### src/hdl/cas_pkg.sv
// Shared types and constants for the contrast adaptive sharpening core.
`timescale 1ns / 1ps
package cas_pkg;

  localparam int PIX_W   = 8;
  localparam int CFG_W   = 11;
  localparam int ROW_W   = 11;
  localparam int AMT_W   = 9;
  localparam int SUM_W   = 10;
  localparam int WQ_W    = 14;
  localparam int PROD_W  = 24;

  // serial divider: 40-bit dividend/quotient shift register, 18-bit divisor
  localparam int DIV_DW  = 40;
  localparam int DIV_VW  = 18;
  localparam int DIV_CW  = 6;

  // serial square root: 33-bit radicand, 17-bit root
  localparam int SQ_W    = 33;
  localparam int ROOT_W  = 17;

  localparam logic [DIV_CW-1:0] STEPS_RATIO  = 6'd40;
  localparam logic [DIV_CW-1:0] STEPS_WEIGHT = 6'd25;
  localparam logic [DIV_CW-1:0] STEPS_ROUND  = 6'd26;

  localparam logic [1:0] REG_WIDTH  = 2'd0;
  localparam logic [1:0] REG_HEIGHT = 2'd1;
  localparam logic [1:0] REG_MODE   = 2'd2;
  localparam logic [1:0] REG_AMOUNT = 2'd3;

  localparam logic [PIX_W-1:0]  PIX_MAX    = 8'd255;
  localparam logic [AMT_W-1:0]  AMT_MAX    = 9'd256;
  localparam logic [11:0]       AMT_BASE   = 12'd2048;
  localparam logic [8:0]        SOFT_SPAN  = 9'd510;
  localparam logic [16:0]       DEN_ONE    = 17'h10000;

  typedef logic [PIX_W-1:0] pix_t;

  typedef struct packed {
    logic              start;
    logic [DIV_CW-1:0] steps;
  } div_req_t;

endpackage

### src/hdl/cas_div.sv
// Bit-serial restoring divider, one quotient bit per cycle.
`timescale 1ns / 1ps
module cas_div (
  input  logic                          clk,
  input  logic                          rst,
  input  cas_pkg::div_req_t             req,
  input  logic [cas_pkg::DIV_DW-1:0]    dividend,
  input  logic [cas_pkg::DIV_VW-1:0]    divisor,
  output logic                          busy,
  output logic [cas_pkg::DIV_DW-1:0]    quotient
);

  logic [cas_pkg::DIV_DW-1:0] acc;
  logic [cas_pkg::DIV_VW-1:0] dvs;
  logic [cas_pkg::DIV_VW-1:0] rem;
  logic [cas_pkg::DIV_CW-1:0] cnt;
  logic [cas_pkg::DIV_VW:0]   trial;
  logic [cas_pkg::DIV_VW:0]   diff;
  logic                       fits;

  // dividend is pre-aligned to the top; quotient bits shift in at the bottom
  assign trial    = {rem, acc[cas_pkg::DIV_DW-1]};
  assign fits     = trial >= {1'b0, dvs};
  assign diff     = trial - {1'b0, dvs};
  assign quotient = acc;

  always_ff @(posedge clk) begin
    if (rst) begin
      busy <= 1'b0;
      cnt  <= '0;
    end else if (req.start) begin
      busy <= 1'b1;
      cnt  <= req.steps;
      acc  <= dividend;
      dvs  <= divisor;
      rem  <= '0;
    end else if (busy) begin
      if (fits) begin
        rem <= diff[cas_pkg::DIV_VW-1:0];
        acc <= {acc[cas_pkg::DIV_DW-2:0], 1'b1};
      end else begin
        rem <= trial[cas_pkg::DIV_VW-1:0];
        acc <= {acc[cas_pkg::DIV_DW-2:0], 1'b0};
      end
      cnt <= cnt - 1'b1;
      if (cnt == cas_pkg::DIV_CW'(1)) begin
        busy <= 1'b0;
      end
    end
  end

endmodule

### config.mk
export PLATFORM = sky130hd
export DESIGN_NAME = cas_div
export DESIGN_NICKNAME = d
export VERILOG_FILES = /design/src/hdl/cas_pkg.sv /design/src/hdl/cas_div.sv
export SDC_FILE = /design/constraint.sdc
export NUM_CORES = 1
export LEC_CHECK = 0
export ABC_AREA = 1
export BUFFER_PORTS_ARGS = -buffer_cell sky130_fd_sc_hd__buf_2
export CAP_MARGIN = 20
export CORE_MARGIN = 2
export CORE_UTILIZATION = 50
export CTS_CLUSTER_DIAMETER = 120
export DETAILED_ROUTE_END_ITERATION = 8
export PLACE_DENSITY = 0.73
export SYNTH_ARGS = -nofsm -noshare
export SYNTH_HDL_FRONTEND = slang
export SYNTH_SLANG_ARGS = --single-unit
### constraint.sdc
create_clock -name clk -period 9.81 [get_ports clk]
set_clock_uncertainty 0.05 [all_clocks]
set_input_delay 0.981 -clock clk [delete_from_list [all_inputs] [get_ports clk]]
set_output_delay 0.981 -clock clk [all_outputs]
set_load 0.02 [all_outputs]
==> metrics.yaml <==
synth:
  ys_warn_count: 0
  synth.net_count: 658
  ys_dominant_reg_cell: "edfxtp_1"
  synth_cells: 570
  synth_enable_flop_cells: 76
  postSynthAreaPerCell_sq_um: 8.23
  ys_ff_latch: 83
  number_of_different_library_cells_in_the_post_synthesis_netlist: 34
  area_of_the_mapped_netlist_sq_um: 4690
  synth_async_sr_flop_share: 0
  post_synthesis_sequential_area_ratio: 0.516
power_and_ir_drop:
  power_frac_seq: 0.490
  comb_power_share: 0.247
  irDropWorstVdd_v: 0.0000860
  p_clk_frac: 0.263
  internal-power_w: 0.000618
  p_switching_w: 0.000275
  switching_share: 0.308
  power.density_cell_area_nw_per_um2: 162
  power.static_leakage_nw: 2.76
floorplanning:
  pin_count: 108
  die_width_um: 101
  placeableCoreArea_sq_um: 9150
  floorplan.initialDensity: 0.513
  dieArea_sq_um: 10200
  core.rowCount: 35
  die_height_um: 101
final_layout:
  synthToLayoutAreaGrowth_pct: 17.4
  final_common_cell: "nand2_1"
  most_frequent_cells_in_the_layout: "nand2_1, buf_2, edfxtp_1"
  fillerInstances: 794
  design.final.nets: 765
  final_layout_size_suffix_gt1_frac: 0.211
  antenna-diode-count: 0
timing:
  max_slew.worst_pin.slew_ns: 1.02
  timing.final.setup_violations: 0
  finalMaxSlewViolations: 0
  timing_hold_violations_final: 0
  finalCriticalPeriod_ns: 3.36
  grt_setup_unrepaired: "no"
  maxClockFrequency_ghz: 0.297
  relative_slew_margins: 0.319
  final_critical_path_setup_slack_ns: 6.45
  final_min_period_over_clock_period: 0.343
  finalSetupTns_ns: 0
hold_path:
  hold_class: "flip-flop to flip-flop"
detailed_routing:
  drt_drc_violations_left: 0
  final_wirelength_mm: 10.4
  vias_after_detailed_routing: 3994
  drt.antenna.violating_nets: 0
  avgViaCountPerCell: 5.04
  drtPass1Iterations: 4
  initialDrtViolationCount: 189
  wire_per_inst_um: 13.1
global_route:
  grt_util_all_layers: 0.218
  antenna_found_initial: 0
  grt_start_max_net_pins: 63
  grt_first_pass_wirelength_mm: 17.5
  grt_pass1_vias: 3882
  overall_overflow_remaining_after_global_route: 0
critical_path:
  arrival_ns: 3.36
  critical_path.cell_chain: "buf_2, inv_2, nor2_1, buf_4"
  crit_buf_inv: 3
  timing.setup.critical_path_class: "input pin to flip-flop"
  timing.critical_path.fanout_max: 62
  critical_path.max_stage_delay_ns: 0.79
  crit_family: "buffers and inverters"
  timing.critical_path.required_ns: 9.80
  worst_path_max_delay_cell: "nor2_1"
  critical_path_sink_type: "flip-flop"
  cp-start-kind: "input pin"
run_status:
  run_status: "finished, final reports clean"
cts:
  tritoncts: "done"
  clock_slew_at_the_register_clock_pins_of_the_worst_setup_and_hold_paths_ns: 0.08
  cts_buffer_depth: 2
  tritoncts.num_buffers: 9
  cts_hold_buf: 0
  htree_levels: 3
  cts_resized: 0
  clk_root_buffer_cell: "clkbuf_8"
  post-cts-setup-buffers: 0
  cts.sinks: 83
  insertion_delay_ns: 0.35
placed_design:
  gp_routability_congestion: 0.904
  post_dp_hpwl_mm: 7.73
  detailedPlace.worstSlack_ns: 6.06
  placement.io_buffers: 107
job:
  cap_violations: 0
[synthesized netlist by cell type, drive strengths merged, types with 2 or more instances]
| library cell | count | area, sq um |
|---|---|---|
| ha | 20 | 250 |
| nand4 | 2 | 27.5 |
| inv | 68 | 255 |
| dfxtp | 7 | 140 |
| buf | 3 | 27.5 |
| nand2 | 240 | 913 |
| edfxtp | 76 | 2280 |
| nor3 | 3 | 15.0 |
| xnor2 | 3 | 26.3 |
| xor2 | 7 | 61.3 |
| o21ai | 16 | 80.1 |
| nor2 | 59 | 229 |
| o211ai | 2 | 15.0 |
| nand3 | 20 | 100 |
| a31oi | 4 | 25.0 |
| a21oi | 20 | 108 |
| nand3b | 2 | 27.5 |
| clkbuf | 10 | 37.5 |
| or2 | 2 | 12.5 |
| a21boi | 2 | 15.0 |
[path summary, 6_finish.rpt]
check	from	end	slack, ns	depth (start not counted)
max	req[6]	dvs[11]	6.45	4
min	cnt[5]	busy	0.47	2
max reg2reg	quotient[39]	rem[10]	7.42	13
min reg2reg	cnt[5]	busy	0.47	2
[metrics by stage]
stage	hold slack (ns)	power [W]	utilization	instances	instance area, sq um
final	0.472	0.000892	0.602	793	5510
after global routing	0.516	0.000944	0.602	793	5510
after CTS	0.472	0.000898	0.602	793	5510
after detailed placement	0.442	0.000665	0.582	777	5330
after global placement	0.429	0.000660	0.582	777	5330
after floorplan	0.406	0.000604	-	570	4690
[worst register-to-register path: stages (launching register included)]
cell and delay, ns:
edfxtp_1 0.42, inv_1 0.08, ha_1 0.13, inv_1 0.08, fa_1 0.41, nand3_1 0.10, nand2_1 0.11, nand2_1 0.08
nand2_1 0.10, nand2_1 0.08, nand2_1 0.06, or2_1 0.21, a21boi_0 0.16, nor2_1 0.06
[state kept, by name (all words and copies together), names as in the netlist]
signal,count
rem,18
cnt,6
busy,1
quotient,40
dvs,18
[power groups by stage]
stage               clock (W)  sequential [W]  combinational (W)
CTS                  0.000240        0.000437           0.000222
global placement            0        0.000444           0.000215
floorplan                   0        0.000456           0.000148
detailed placement          0        0.000444           0.000221
finish               0.000235        0.000437           0.000220
global route         0.000253        0.000441           0.000250
[kinds of logic after synthesis]
kind of cell | count (synthesis) | share of synthesized area
compound gates | 47 | 0.0571
buf+inv | 81 | 0.0682
xor+xnor | 10 | 0.0187
simple gates | 328 | 0.282
flops | 83 | 0.516
fa+ha+maj | 21 | 0.0576
[final cells by class]
| cell class | count | area, sq um | area share |
|---|---|---|---|
| clock inverters | 5 | 53.8 | 0.00976 |
| flip-flops and latches | 83 | 2420 | 0.440 |
| clock buffers | 11 | 131 | 0.0238 |
| repair buffers | 109 | 551 | 0.0999 |
| well taps | 111 | 139 | 0.0252 |
| inverters | 68 | 255 | 0.0463 |
| multi-input cells | 406 | 1960 | 0.355 |
[metal layers]
| metal | global-route usage | up-vias | share of wire |
|---|---|---|---|
| met5 | 0 | - | 0 |
| met4 | 0.0759 | 0 | 0.012 |
| met1 | 0.271 | 1829 | 0.43 |
| li1 | - | 2042 | - |
| met3 | 0.0479 | 7 | 0.071 |
| met2 | 0.374 | 116 | 0.48 |
No activity file was read; power rests on OpenSTA's default activity.
