$ cat src/hdl/cas_pkg.sv
// Shared types and constants for the contrast adaptive sharpening core.
`timescale 1ns / 1ps
package cas_pkg;

  localparam int PIX_W   = 8;
  localparam int CFG_W   = 11;
  localparam int ROW_W   = 11;
  localparam int AMT_W   = 9;
  localparam int SUM_W   = 10;
  localparam int WQ_W    = 14;
  localparam int PROD_W  = 24;

  // serial divider: 40-bit dividend/quotient shift register, 18-bit divisor
  localparam int DIV_DW  = 40;
  localparam int DIV_VW  = 18;
  localparam int DIV_CW  = 6;

  // serial square root: 33-bit radicand, 17-bit root
  localparam int SQ_W    = 33;
  localparam int ROOT_W  = 17;

  localparam logic [DIV_CW-1:0] STEPS_RATIO  = 6'd40;
  localparam logic [DIV_CW-1:0] STEPS_WEIGHT = 6'd25;
  localparam logic [DIV_CW-1:0] STEPS_ROUND  = 6'd26;

  localparam logic [1:0] REG_WIDTH  = 2'd0;
  localparam logic [1:0] REG_HEIGHT = 2'd1;
  localparam logic [1:0] REG_MODE   = 2'd2;
  localparam logic [1:0] REG_AMOUNT = 2'd3;

  localparam logic [PIX_W-1:0]  PIX_MAX    = 8'd255;
  localparam logic [AMT_W-1:0]  AMT_MAX    = 9'd256;
  localparam logic [11:0]       AMT_BASE   = 12'd2048;
  localparam logic [8:0]        SOFT_SPAN  = 9'd510;
  localparam logic [16:0]       DEN_ONE    = 17'h10000;

  typedef logic [PIX_W-1:0] pix_t;

  typedef struct packed {
    logic              start;
    logic [DIV_CW-1:0] steps;
  } div_req_t;

endpackage

$ cat src/hdl/cas_sqrt.sv
// Digit-serial integer square root, two radicand bits per cycle.
`timescale 1ns / 1ps
module cas_sqrt (
  input  logic                         clk,
  input  logic                         rst,
  input  logic                         start,
  input  logic [cas_pkg::SQ_W-1:0]     radicand,
  output logic                         busy,
  output logic [cas_pkg::ROOT_W-1:0]   root
);

  logic [cas_pkg::SQ_W-1:0] x;
  logic [cas_pkg::SQ_W-1:0] res;
  logic [cas_pkg::SQ_W-1:0] bitv;
  logic [cas_pkg::SQ_W:0]   trial;

  assign trial = {1'b0, res} + {1'b0, bitv};
  assign root  = res[cas_pkg::ROOT_W-1:0];

  always_ff @(posedge clk) begin
    if (rst) begin
      busy <= 1'b0;
    end else if (start) begin
      busy <= 1'b1;
      x    <= radicand;
      res  <= '0;
      bitv <= {1'b1, {(cas_pkg::SQ_W-1){1'b0}}};
    end else if (busy) begin
      if ({1'b0, x} >= trial) begin
        x   <= x - trial[cas_pkg::SQ_W-1:0];
        res <= (res >> 1) + bitv;
      end else begin
        res <= res >> 1;
      end
      bitv <= bitv >> 2;
      if (bitv[0]) begin
        busy <= 1'b0;
      end
    end
  end

endmodule

$ cat config.mk
export PLATFORM = sky130hd
export DESIGN_NAME = cas_sqrt
export DESIGN_NICKNAME = d
export VERILOG_FILES = /design/src/hdl/cas_pkg.sv /design/src/hdl/cas_sqrt.sv
export SDC_FILE = /design/constraint.sdc
export NUM_CORES = 1
export LEC_CHECK = 0
export BUFFER_PORTS_ARGS = -buffer_cell sky130_fd_sc_hd__buf_4
export CORE_MARGIN = 2
export CORE_UTILIZATION = 60
export CTS_BUF_LIST = sky130_fd_sc_hd__clkbuf_8
export CTS_CLUSTER_DIAMETER = 40
export DETAILED_ROUTE_END_ITERATION = 7
export MAX_ROUTING_LAYER = met4
export PLACE_DENSITY_LB_ADDON = 0.25
export SYNTH_ARGS = -nofsm -noshare
export SYNTH_HDL_FRONTEND = slang
export SYNTH_SLANG_ARGS = --single-unit
$ cat constraint.sdc
create_clock -name clk -period 7.2 [get_ports clk]
set_input_delay 0.36 -clock clk [delete_from_list [all_inputs] [get_ports clk]]
set_output_delay 0.36 -clock clk [all_outputs]
set_load 0.05 [all_outputs]
==> results of run 1 <==
==> cells in the final DEF (no fill, tap or decap), types with 12 or more instances in the layout <==
master	netlist	routed
edfxtp_1	83	83
nand2_1	82	82
nor2_1	75	74
ha_1	68	68
buf_4	19	58
o21ai_0	56	56
xor2_1	48	48
a21oi_1	42	42
xnor2_1	37	37
nor2b_1	31	31
a31oi_1	27	27
a211oi_1	20	20
inv_1	18	19
a21o_1	16	16
o21bai_1	12	12
==> metal layers <==
| layer | vias to the layer above | share of wire [%] | track usage, % | wire [um] |
|---|---|---|---|---|
| li1 | 2902 | - | - | - |
| met1 | 2737 | 48 | 38.20 | 7806 |
| met2 | 204 | 44 | 40.04 | 7196 |
| met3 | 25 | 5.7 | 3.107 | 923 |
| met4 | 0 | 1.9 | 9.268 | 308 |
| met5 | - | 0 | - | 0 |
==> state kept, by name (all words and copies together) (netlist names) <==
register and flops:
res 33, x 33, bitv 17, busy 1
==> power breakdown <==
part	internal, mW	total (mW)	switching (mW)
Sequential	0.612	0.660	0.0479
Combinational	0.329	0.799	0.470
Clock	0.159	0.344	0.185
Total	1.10	1.80	0.703
==> logic make-up (layout without fill, tap and decap cells) <==
group,after synthesis,in the layout
AO/OA/AOI/OAI,218,218
XOR/XNOR,85,85
adder cells (fa/ha/maj),69,69
buffers and inverters,58,92
flip-flops,84,84
multiplexers,8,8
AND/OR/NAND/NOR,250,250
==> worst max-delay path: cells and delay by family, from the launching register on <==
kind | cells | cell delay [ps]
and+or+nand+nor | 8 | 1900
AOI/OAI and AO/OA | 6 | 1750
adders and majority gates | 3 | 820
DFF | 1 | 430
muxes | 1 | 340
buffers and inverters | 1 | 280
xor gates and xnor gates | 1 | 70
==> cell type report <==
| type | count | area [um2] |
|---|---|---|
| multi-input combinational | 630 | 4307 |
| fill | 907 | 3775 |
| sequential | 84 | 2512 |
| timing repair buffer | 58 | 435.4 |
| tap | 143 | 178.9 |
| clock buffer | 9 | 123.9 |
| clock inverter | 7 | 67.56 |
| inverter | 18 | 67.56 |
==> worst paths after layout <==
check / endpoint / slack, ps / start
hold / removal: busy / 170 / rst
setup reg to reg: res[19] / 1340 / res[0]
hold reg to reg: busy / 610 / busy
setup / recovery: res[19] / 1340 / res[0]
==> impl_metrics.tcl, run 1 <==
set metrics [dict create \
    status "finished clean" \
    cts_tree "done" \
    p_leak_nw 2.954 \
    final_nets 906 \
    tns_ps 0 \
    cpPeakStageDelay_ps 490 \
    yosysSeqAreaShare_pct 35.36 \
    vias 5868 \
    worst_pin_slew_ps 1182 \
    cts_hold_buf 0 \
    grt_pass1_vias 5483 \
    syn_area_um2 7106 \
    antenna_cells 0 \
    final_cells 949 \
    die_h_um 112.8 \
    synth_area_leaders "edfxtp_1 (35%), ha_1 (12%), xor2_1 (5.9%)" \
    crit_slowest_cell "a311oi_1" \
    dp_slack_ps 1480 \
    grtUsageTotal_pct 26.83 \
    rsz0062_at_grt "false" \
    holdWs_ps 165.4 \
    synth_edf_count 83 \
    place_area_um2 7501 \
    hold_viol 0 \
    synth-simple-area-share_pct 17.03 \
    power_mw 1.803 \
    slew_headroom_pct 20.54 \
    post-route-util_pct 67.08 \
    synthToLayoutAreaGrowth_pct 8.259 \
    synth_nets 877 \
    drive_above_1_share_pct 11.41 \
    synthAdderAreaFrac_pct 12.26 \
    cp-end-kind "flop" \
    worstPathCellList "ha_1, ha_1, a21o_1, a31oi_1, o21a_1, o21ai_1, or4_1, a311oi_1, nand2b_1, xor2_1, ha_1, nand2_1, nor2_1, nand3_1, or4b_1, a41o_1, nor3_4, buf_4, nor2b_1, mux2_2" \
    cap_violations 0 \
    synthDistinctLibCells 59 \
    finalCritPeriodShare_pct 81.44 \
    synthTopCellsByCount "edfxtp_1 (83), nand2_1 (82), nor2_1 (75), ha_1 (68), o21ai_0 (56)" \
    clock-sinks 84 \
    arrival_ps 6000 \
    worstPathMaxFanout 21 \
    clock_path_buffers 2 \
    ir_drop_v 0.0001542 \
    core_um2 11470 \
    io-pin-count 54 \
    grt_first_pass_wirelength_um 26720 \
    cts_setup_buffers 0 \
    grt_max_degree 61 \
    fin_crit_ps 5864 \
    drv_slew 0 \
    hp-class "in2reg" \
    htree_levels 3 \
    startpoint_type "flop" \
    drtAntennaViolNets 0 \
    num_rows 39 \
    worst_clock_skew_ps 9.572 \
    synth_mux_area_share_pct 1.215 \
    wirelength_um 16240 \
    die_x_um 112.8 \
    required_ps 7330 \
    synth_top_area_share_pct 35.08 \
    io_buffer_count 53 \
    crit_path_frequent_cell "ha_1" \
    syn-instance-count 772 \
    cts_root_buf "clkbuf_8" \
    final_area_um2 7692 \
    yosysTopAreaCell "edfxtp_1" \
    place_congestion 0.9472 \
    async_flop_share_pct 0 \
    setup-violations-final 0 \
    antenna_found_initial 0 \
    dr.pass1.iters 5 \
    avgSynthCellArea_um2 9.204 \
    fin_ws_ps 1336 \
    synth_top_family_by_area "compound AO/OA/AOI/OAI gates" \
    clk-insertion-delay-late_ps 380 \
    grt_remaining_overflow 0 \
    synth.most_common_cell "edfxtp_1" \
    viasPerCell 6.183 \
    ys_seq_elements 84 \
    synth-xor-area-share_pct 10.48 \
    routedWlPerCell_um 17.11 \
    die_area_um2 12730 \
    numCtsBuffers 9 \
    synth_warnings 0 \
    synth_compound_area_share_pct 19.44 \
    max_freq_mhz 170.5 \
    synth-main-ff-cell "edfxtp_1" \
    min_delay_path_depth 2 \
    cts_resized 0 \
    drt_iter0_markers 454 \
    clk_pin_slew_worst_paths_ps 90 \
    drcViolationCount 0 \
    place_inst 933 \
    initial_utilization_pct 61.96 \
    crit_type "reg2reg" \
    dp_hpwl_um 12150 \
    reg2reg_depth 20 \
    cellPowerDensity_nw_per_um2 234.4 \
]
No activity file was read; power rests on OpenSTA's default activity.
==> run 2, diff against run 1 <==
Clock period 7.2 ns to 5.4 ns, I/O delays scaled along.
==> impl_metrics.tcl, run 2 (same netlist as run 1, synthesis figures left out) <==
set metrics [dict create \
    status "finished clean" \
    reg_top3 "res: 33 flops, x: 33 flops, bitv: 17 flops" \
    p_leak_nw 3.142 \
    post-route-util_pct 70.56 \
    place_inst 943 \
    die_h_um 112.8 \
    cap_violations 0 \
    rsz0062_at_grt "true" \
    clk-insertion-delay-late_ps 380 \
    clock-sinks 84 \
    arrival_ps 5470 \
    num_rows 39 \
    clock_path_buffers 2 \
    fin_crit_ps 5325 \
    drv_slew 0 \
    cellPowerDensity_nw_per_um2 313.8 \
    worstPathCellList "ha_2, ha_1, a21o_1, a31oi_4, o21a_1, o21ai_2, a31o_2, a31oi_1, nor2_1, o21ai_0, xor2_1, ha_1, and4_1, nand3_1, a221o_1, a21oi_2, o21bai_2, a41o_4, nor3_4, buf_6, buf_12, o21ai_1, mux2_2" \
    holdWs_ps 80.08 \
    grtUsageTotal_pct 28.00 \
    grt_max_degree 70 \
    clk_pin_slew_worst_paths_ps 90 \
    final_common_cell "edfxtp_1" \
    crit_slowest_cell "edfxtp_1" \
    viasPerCell 6.342 \
    wirelength_um 18320 \
    finalCritPeriodShare_pct 98.60 \
    max_freq_mhz 187.8 \
    tns_ps 0 \
    htree_levels 3 \
    ir_drop_v 0.0002192 \
    antenna_found_initial 0 \
    grt_remaining_overflow 0 \
    place_congestion 0.9064 \
    worst_clock_skew_ps 6.368 \
    antenna_cells 0 \
    die_x_um 112.8 \
    final_cells 980 \
    numCtsBuffers 9 \
    required_ps 5540 \
    final_nets 937 \
    dr.pass1.iters 5 \
    grt_first_pass_wirelength_um 27890 \
    worst_pin_slew_ps 660.3 \
    die_area_um2 12730 \
    dp_hpwl_um 12610 \
    routedWlPerCell_um 18.69 \
    fill_cells 833 \
    drt_iter0_markers 502 \
    hp-class "in2reg" \
    vias 6215 \
    cts_tree "done" \
    startpoint_type "flop" \
    drive_above_1_share_pct 16.25 \
    io-pin-count 54 \
    r2r_setup_slack_ps 80 \
    grt_pass1_vias 5772 \
    cp-end-kind "flop" \
    slew_headroom_pct 55.98 \
    io_buffer_count 53 \
    initial_utilization_pct 61.96 \
    hold_viol 0 \
    synthToLayoutAreaGrowth_pct 13.88 \
    drcViolationCount 0 \
    drtAntennaViolNets 0 \
    crit_path_frequent_cell "ha_1" \
    worstPathMaxFanout 16 \
    cts_root_buf "clkbuf_8" \
    cpPeakStageDelay_ps 410 \
    core_um2 11470 \
    crit_type "reg2reg" \
    most-common-layout-cells "edfxtp_1 (83), buf_4 (82), nand2_1 (81)" \
    setup-violations-final 0 \
]
==> run 2: changes by cell type in the layout (fill, tap and decap cells not counted), sizes merged <==
cell      before  now
a41o           1    2
buf           58   86
clkbuf         9   11
clkinv         2    6
clkinvlp       2    0
inv           20   18
==> run 2: power breakdown <==
| part | internal [mW] | switching [mW] |
|---|---|---|
| Clock | 0.212 | 0.250 |
| Combinational | 0.518 | 0.682 |
| Sequential | 0.816 | 0.0618 |
==> run 2: what timing repair did <==
| item | 4_1_cts | 5_1_grt |
|---|---|---|
| pin swaps | 0 | 17 |
| cloned | 0 | 4 |
| resized for setup | 2 | 15 |
| endpoints found under the hold margin | 0 | 0 |
| hold buffers | 0 | 0 |
| setup buffers | 0 | 17 |
| setup endpoints to repair | 2 | 66 |
==> run 2: final timing paths <==
kind                start  endpoint  cells past startpoint
setup / recovery  bitv[0]   res[25]                     23
setup reg to reg  bitv[0]   res[25]                     23
hold / removal        rst      busy                      2
hold reg to reg      busy      busy                      2
==> run 2: worst max-delay path, delay by kind of cell, from the launching register on <==
kind / cells / cell delay (ps)
flip-flops: 1 / 410
buffers and inverters: 2 / 280
adder cells (fa/ha/maj): 3 / 780
XOR/XNOR: 1 / 110
multiplexers: 1 / 270
AND/OR/NAND/NOR: 4 / 670
AO/OA/AOI/OAI: 12 / 2550
==> run 2: metal layers <==
layer  part of all wire (%)  global-route usage (%)
met3                    8.0                   3.482
met4                    2.7                   10.33
met1                     45                   39.04
met5                      0                       -
met2                     45                   42.28
==> run 2: final cells by class <==
type	instances	area, um2	share of cell area, %
multi-input combinational	631	4413	54.54
sequential	84	2512	31.05
timing repair buffer	88	728.2	9.000
tap	143	178.9	2.211
clock buffer	9	123.9	1.531
clock inverter	7	67.56	0.8350
inverter	18	67.56	0.8350
==> run 2: stage by stage <==
stage / power [mW] / setup slack (ps) / instance area [um2]
after floorplan: 1.719 / 9.333 / 7124
after global placement: 1.915 / 149.2 / 7614
after detailed placement: 1.958 / -32.71 / 7614
after CTS: 2.420 / 18.43 / 7810
after global routing: 2.678 / -139.6 / 8092
final: 2.539 / 75.38 / 8092
==> run 3, diff against run 2 <==
Settings changed: CORE_UTILIZATION 60 to 63.
==> impl_metrics.tcl, run 3 (same netlist as run 1, synthesis figures left out) <==
set metrics [dict create \
    setup.worst_path.start "bitv[2]" \
    antenna_cells 0 \
    io_buffer_count 53 \
    r2r_start "bitv[2]" \
    dr.pass1.iters 6 \
    startpoint_type "flop" \
    worst_clock_skew_ps 7.143 \
    regArea_um2 2512 \
    multi_input_comb_area_um2 4436 \
    dp_hpwl_um 12720 \
    numCtsBuffers 9 \
    finalCritPeriodShare_pct 97.21 \
    critical_path.endpoint "res[15]" \
    post-route-util_pct 73.15 \
    required_ps 5510 \
    grtUsageTotal_pct 29.70 \
    p_leak_nw 3.079 \
    crit_type "reg2reg" \
    io-pin-count 54 \
    clock_path_buffers 2 \
    cap_violations 0 \
    cp-end-kind "flop" \
    htree_levels 3 \
    r2r_setup_slack_ps 150 \
    wirelength_um 17770 \
    drt_iter0_markers 481 \
    rr_endpoint "res[15]" \
    hp-class "in2reg" \
    drcViolationCount 0 \
    wl_met1_um 8129 \
    final_common_cell "edfxtp_1" \
    setup-violations-final 0 \
    reg2reg_depth 19 \
    place_congestion 0.9109 \
    cpPeakStageDelay_ps 550 \
    slew_headroom_pct 37.27 \
    reg_top3 "res: 33 flops, x: 33 flops, bitv: 17 flops" \
    rsz0062_at_grt "true" \
    fin_crit_ps 5249 \
    cts_root_buf "clkbuf_8" \
    final_nets 928 \
    hold_viol 0 \
    grt_first_pass_wirelength_um 26970 \
    die_h_um 110.2 \
    routedWlPerCell_um 18.37 \
    drtAntennaViolNets 0 \
    clock-sinks 84 \
    grt_max_degree 64 \
    die_area_um2 12140 \
    grt_pass1_vias 5589 \
    vias 6072 \
    ir_drop_v 0.0001703 \
    max_freq_mhz 190.5 \
    met2_wirelength_um 8059 \
    num_rows 38 \
    wl_met3_um 1254 \
    holdWs_ps 78.60 \
    tns_ps 0 \
    status "finished clean" \
    clk_pin_slew_worst_paths_ps 90 \
    cellPowerDensity_nw_per_um2 311.7 \
    crit_slowest_cell "or4b_4" \
    worstPathMaxFanout 5 \
    most-common-layout-cells "edfxtp_1 (83), nand2_1 (81), buf_4 (76)" \
    drive_above_1_share_pct 15.60 \
    top_layer_used "met4" \
    viasPerCell 6.279 \
    fill_cells 829 \
    worstPathCellList "ha_1, a21o_1, a31oi_4, o21a_1, o21ai_2, or4_4, a311oi_4, nand2b_4, xor2_1, ha_1, nand2_2, nor2_2, nand3_1, or4b_4, buf_4, a41o_2, or4_4, xor2_1, nor2_1" \
    initial_utilization_pct 64.98 \
    worst_pin_slew_ps 937.5 \
    clk-insertion-delay-late_ps 380 \
    antenna_found_initial 0 \
    grt_remaining_overflow 0 \
    drv_slew 0 \
    cts_tree "done" \
    die_x_um 110.2 \
    synthToLayoutAreaGrowth_pct 12.57 \
    arrival_ps 5360 \
    core_um2 10940 \
]
-- run 3: cell types whose count changed in the layout (fill, tap and decap cells not counted), moves of 2 or more --
| cell | change |
|---|---|
| buf_4 | -6 |
| buf_6 | -2 |
| clkbuf_16 | -2 |
| clkinv_1 | -3 |
| clkinv_4 | -2 |
| ha_1 | -3 |
| ha_4 | +2 |
| inv_1 | +2 |
| nor4b_1 | +2 |
| nor4b_2 | -2 |
-- run 3: area by class of cell --
type	instances	share of cell area (%)
timing repair buffer	79	7.821
multi-input combinational	631	55.45
inverter	18	0.8447
clock inverter	6	0.7352
sequential	84	31.41
tap	140	2.190
clock buffer	9	1.549
-- run 3: worst min path at each step --
stage	from	endpoint	slack (ps)	cells after the start
finish	rst	busy	80	2
global route	rst	busy	80	2
CTS	rst	busy	70	2
detailed placement	rst	busy	470	2
global placement	rst	busy	470	2
floorplan	rst	busy	350	1
-- run 3: metrics by stage --
step / setup slack (ps) / instances / area, um2 / power [mW]
2_1_floorplan: 9.333 / 772 / 7124 / 1.719
3_3_place_gp: 145.5 / 942 / 7625 / 1.924
3_5_place_dp: 0.2847 / 942 / 7625 / 1.964
4_1_cts: 0.1630 / 957 / 7812 / 2.420
5_1_grt: -84.68 / 967 / 7999 / 2.644
6_report: 150.6 / 967 / 7999 / 2.493
-- run 3: power by group --
part | switching (mW) | leakage (nW) | internal, mW
logic | 0.661 | 2.18 | 0.498
registers | 0.0621 | 0.805 | 0.816
clock network | 0.247 | 0.0977 | 0.208
-- run 3: critical path, delay by kind of cell, from the launching register on --
family,cells,cell delay [ps]
and+or+nand+nor,8,2080
AOI/OAI and AO/OA,6,1330
adders and majority gates,2,760
DFF,1,430
xor gates and xnor gates,2,220
buffers and inverters,1,160
-- run 3: routing by layer --
layer	GRT usage, %	vias up
met5	-	-
met4	10.18	0
met3	3.351	22
met2	44.79	235
met1	41.77	2858
li1	-	2957
-- run 3: what timing repair did --
item / 4_1_cts / 5_1_grt
endpoints found under the setup margin: 4 / 68
buffers inserted: 0 / 9
resized for setup: 2 / 21
pin swaps: 1 / 13
gates cloned: 0 / 1
hold buffers: 0 / 0
